**config.mk**
```make
export PLATFORM = sky130hd
export DESIGN_NAME = rca_ctrl
export DESIGN_NICKNAME = d
export VERILOG_FILES = /design/src/rca_pkg.sv /design/src/rca_ctrl.sv
export SDC_FILE = /design/constraint.sdc
export NUM_CORES = 1
export LEC_CHECK = 0
export BUFFER_PORTS_ARGS = -buffer_cell sky130_fd_sc_hd__buf_2
export CAP_MARGIN = 10
export CORE_AREA = 2 2 39 41
export CTS_BUF_LIST = sky130_fd_sc_hd__clkbuf_8
export DETAILED_ROUTE_END_ITERATION = 10
export DIE_AREA = 0 0 41 43
export PLACE_DENSITY_LB_ADDON = 0.25
export SLEW_MARGIN = 40
export SYNTH_ARGS = -nofsm -noshare
export SYNTH_HDL_FRONTEND = slang
export SYNTH_SLANG_ARGS = --single-unit
```
**constraint.sdc**
```tcl
create_clock -name aclk -period 1.2 [get_ports aclk]
set_input_delay 0.06 -clock aclk [delete_from_list [all_inputs] [get_ports aclk]]
set_output_delay 0.06 -clock aclk [all_outputs]
set_load 0.005 [all_outputs]
```
**src/rca_pkg.sv**
```systemverilog
// Shared types and constants for the row cellular automaton core.
// No dependencies; imported by every module of the block except rca_ram.
`default_nettype none
package rca_pkg;

    localparam int MAX_WIDTH   = 64;
    localparam int TABLE_DEPTH = 512;

    localparam int COL_W   = $clog2(MAX_WIDTH);
    localparam int WIDTH_W = COL_W + 1;
    localparam int TAB_AW  = $clog2(TABLE_DEPTH);
    localparam int CELL_W  = 8;
    localparam int SUM_W   = CELL_W + 2;
    localparam int CFG_W   = 9;
    localparam int CFG_IW  = 1;

    localparam logic CMD_TABLE = 1'b0;
    localparam logic CMD_CELL  = 1'b1;

    localparam logic [CFG_IW-1:0] REG_ROW_WIDTH = 1'b0;
    localparam logic [CFG_IW-1:0] REG_TABLE_TOP = 1'b1;

    typedef enum logic [2:0] {
        ST_IDLE,
        ST_FETCH,
        ST_SHIFT,
        ST_LOOK,
        ST_OUT
    } rca_state_t;

    typedef struct packed {
        logic take;
        logic shift;
        logic col_next;
    } rca_cmd_t;

    typedef struct packed {
        logic row_full;
        logic win_full;
        logic last_col;
    } rca_status_t;

endpackage
`default_nettype wire

```
**src/rca_ctrl.sv**
```systemverilog
// Controller state machine: sequences cell intake and per-column emission.
// Depends on rca_pkg.
`default_nettype none
module rca_ctrl (
    input  wire logic                 aclk,
    input  wire logic                 aresetn,
    input  wire logic                 s_valid,
    output logic                      s_ready,
    output logic                      m_valid,
    input  wire logic                 m_ready,
    input  wire rca_pkg::rca_status_t status,
    output rca_pkg::rca_cmd_t         cmd
);
    import rca_pkg::*;

    rca_state_t state_reg, state_next;

    always_ff @(posedge aclk) begin
        if (!aresetn) begin
            state_reg <= ST_IDLE;
        end else begin
            state_reg <= state_next;
        end
    end

    always_comb begin
        state_next = state_reg;
        unique case (state_reg)
            ST_IDLE: begin
                if (s_valid && status.row_full) state_next = ST_FETCH;
            end
            ST_FETCH: state_next = ST_SHIFT;
            ST_SHIFT: begin
                state_next = status.win_full ? ST_LOOK : ST_FETCH;
            end
            ST_LOOK: state_next = ST_OUT;
            ST_OUT: begin
                if (m_ready) state_next = status.last_col ? ST_IDLE : ST_FETCH;
            end
            default: state_next = ST_IDLE;
        endcase
    end

    always_comb begin
        s_ready      = 1'b0;
        m_valid      = 1'b0;
        cmd.take     = 1'b0;
        cmd.shift    = 1'b0;
        cmd.col_next = 1'b0;
        unique case (state_reg)
            ST_IDLE: begin
                s_ready  = 1'b1;
                cmd.take = s_valid;
            end
            ST_FETCH: ;
            ST_SHIFT: cmd.shift = 1'b1;
            ST_LOOK:  ;
            ST_OUT: begin
                m_valid      = 1'b1;
                cmd.col_next = m_ready;
            end
            default: ;
        endcase
    end

endmodule
`default_nettype wire

```
==> flow_metrics.env <==
export IMPL_status="complete, no violations"
export IMPL_pin_count=12
export IMPL_reg2reg_depth=3
export IMPL_synthesis_nets=28
export IMPL_p_leak_uw=0.000139
export IMPL_final_setup_viol_count=0
export IMPL_crit_family="flip-flops"
export IMPL_synth_seq_cells=3
export IMPL_gp_congestion=0.637
export IMPL_max_cap_violations=0
export IMPL_ctsHoldBuffers=0
export IMPL_initialDrtViolationCount=1
export IMPL_antenna_cells=0
export IMPL_layout_drive_gt1_share=0.571
export IMPL_fin_nets=43
export IMPL_yosysSeqAreaShare=0.314
export IMPL_row_count=14
export IMPL_peakVddDrop_mv=0.295
export IMPL_avgSynthCellArea_um2=9.12
export IMPL_pre_cts_ws_ns=0.251
export IMPL_num_vias=210
export IMPL_p_per_area_nw_per_um2=1560
export IMPL_holdPathStages=2
export IMPL_drcViolationCount=0
export IMPL_post_cts_resized=0
export IMPL_stdcell_count=51
export IMPL_hold_path_class="input port to flip-flop"
export IMPL_clkLatencyLatePin_ns=0.21
export IMPL_via_per_inst=4.12
export IMPL_post_drt_wl_per_cell_um=8.94
export IMPL_critPathLaunchType="flip-flop"
export IMPL_cts_setup_buffers=0
export IMPL_post_synth_top_count_cell="dfxtp_1"
export IMPL_yosysTopAreaCellShare=0.314
export IMPL_synth_distinct_cells=17
export IMPL_clk_pin_slew_worst_paths_ns=0.03
export IMPL_grt_overflow_total=0
export IMPL_fin_worst_skew_ns=0.00101
export IMPL_syn_inst=21
export IMPL_fin_ws_ns=0.0674
export IMPL_yosysTopAreaCell="dfxtp_1"
export IMPL_gr_usage_met1=0.0447
export IMPL_tightest_slew_ns=0.298
export IMPL_top_usage_layer="met2"
export IMPL_ys_top_cells_by_area="dfxtp_1, nand3b_1, nor3b_2"
export IMPL_gr_usage_met3=0.0314
export IMPL_cpPeakStageDelay_ns=0.44
export IMPL_cts_tree="done"
export IMPL_wl_um=456
export IMPL_syn_area_um2=191
export IMPL_critPathKind="flip-flop to output pin"
export IMPL_cts_buffers=3
export IMPL_portBuffers=11
export IMPL_synth_edf_count=0
export IMPL_die_y_um=43
export IMPL_yosysWarnings=0
export IMPL_dp_cells=47
export IMPL_rsz0062_at_grt="no"
export IMPL_initial_utilization=0.138
export IMPL_cp_slowest_cell="dfxtp_1"
export IMPL_htree_levels=1
export IMPL_arrival_ns=1.07
export IMPL_cts_buffer_depth=2
export IMPL_fin_crit_sh=0.944
export IMPL_largest_register_ffs=3
export IMPL_worst_path_stages=3
export IMPL_crit_fanout=6
export IMPL_ant_nets=0
export IMPL_synth_flop_cell="dfxtp_1"
export IMPL_dieArea_um2=1760
export IMPL_grtUsageMet2=0.119
export IMPL_area_growth_pct=60.8
export IMPL_tns_ns=0
export IMPL_grt_max_degree=11
export IMPL_cts_sinks=3
export IMPL_cts_root_buf="clkbuf_8"
export IMPL_grt_pass1_vias=214
export IMPL_antenna_found_initial=0
export IMPL_cp_end_kind="output pin"
export IMPL_track_usage=0.0701
export IMPL_fmax_ghz=0.883
export IMPL_required_ns=1.14
export IMPL_slew_limit_headroom=0.801
export IMPL_die_width_um=41
export IMPL_fill_cells=152
export IMPL_slew_viol_final=0
export IMPL_synth_common_cells="dfxtp_1, nand2_1, nand3b_1"
export IMPL_core_um2=1380
export IMPL_final_hold_viol_count=0
export IMPL_async_flop_share=0
export IMPL_layout_min_cycle_time_ns=1.13
export IMPL_path_cells="nor2_2 > and3_2 > buf_2"
export IMPL_path_buf_inv=1
export IMPL_dr_pass1_iters=3
export IMPL_grt_pass1_wl_um=765
kinds of logic (layout without fill, tap and decap cells):
| family | count (synthesis) | in the layout | share of synthesized area |
|---|---|---|---|
| AND/OR/NAND/NOR | 13 | 13 | 0.503 |
| AO/OA/AOI/OAI | 3 | 3 | 0.105 |
| buffers and inverters | 1 | 15 | 0.0261 |
| flip-flops | 3 | 3 | 0.314 |
| multiplexers | 1 | 1 | 0.0523 |
cell usage in the layout (no fill, tap or decap), drive strengths merged:
| cell | instances |
|---|---|
| a21boi | 1 |
| and2 | 2 |
| and3 | 1 |
| and4b | 1 |
| buf | 11 |
| clkbuf | 3 |
| dfxtp | 3 |
| inv | 1 |
| mux2i | 1 |
| nand2 | 2 |
| nand3b | 2 |
| nor2 | 1 |
| nor2b | 1 |
| nor3 | 1 |
| nor3b | 2 |
| o211ai | 1 |
| o21ai | 1 |
worst reg2reg max path, stage by stage (launching register included):
cell,delay [ns]
dfxtp_1,0.36
nor2_2,0.18
o211ai_1,0.10
and4b_1,0.20
through the flow:
stage | power [uW] | cell area, um^2 | hold slack [ns] | util
floorplan | 163 | 191 | 0.214 | -
global placement | 195 | 262 | 0.345 | 0.189
detailed placement | 196 | 262 | 0.341 | 0.189
CTS | 481 | 307 | 0.118 | 0.222
global route | 507 | 308 | 0.132 | 0.222
finish | 479 | 308 | 0.119 | 0.222
routing by layer:
| layer | vias up | wire (um) | share of wire |
|---|---|---|---|
| li1 | 102 | - | - |
| met1 | 102 | 136 | 0.30 |
| met2 | 3 | 298 | 0.65 |
| met5 | - | 0 | 0 |
| met3 | 3 | 4 | 0.0088 |
| met4 | 0 | 16 | 0.035 |
layout make-up:
class	count	area (um^2)	area share
clock inverters	1	3.75	0.0122
clock buffers	3	41.3	0.134
well taps	16	20.0	0.0650
multi-input cells	17	126	0.411
flip-flops and latches	3	61.3	0.199
repair buffers	11	55.1	0.179
final timing paths:
check | slack (ns) | from | end
max reg2reg | 0.25 | state_reg[1] | state_reg[0]
min | 0.12 | aresetn | state_reg[2]
max | 0.07 | state_reg[1] | cmd[0]
min reg2reg | 0.55 | state_reg[0] | state_reg[2]
power by group:
part | internal (uW) | total, uW | switching [uW]
sequential | 110 | 126 | 16.4
combinational | 40.4 | 67.9 | 27.5
clock | 218 | 284 | 66.7
total | 368 | 479 | 111
(Power assumes the default switching activity.)
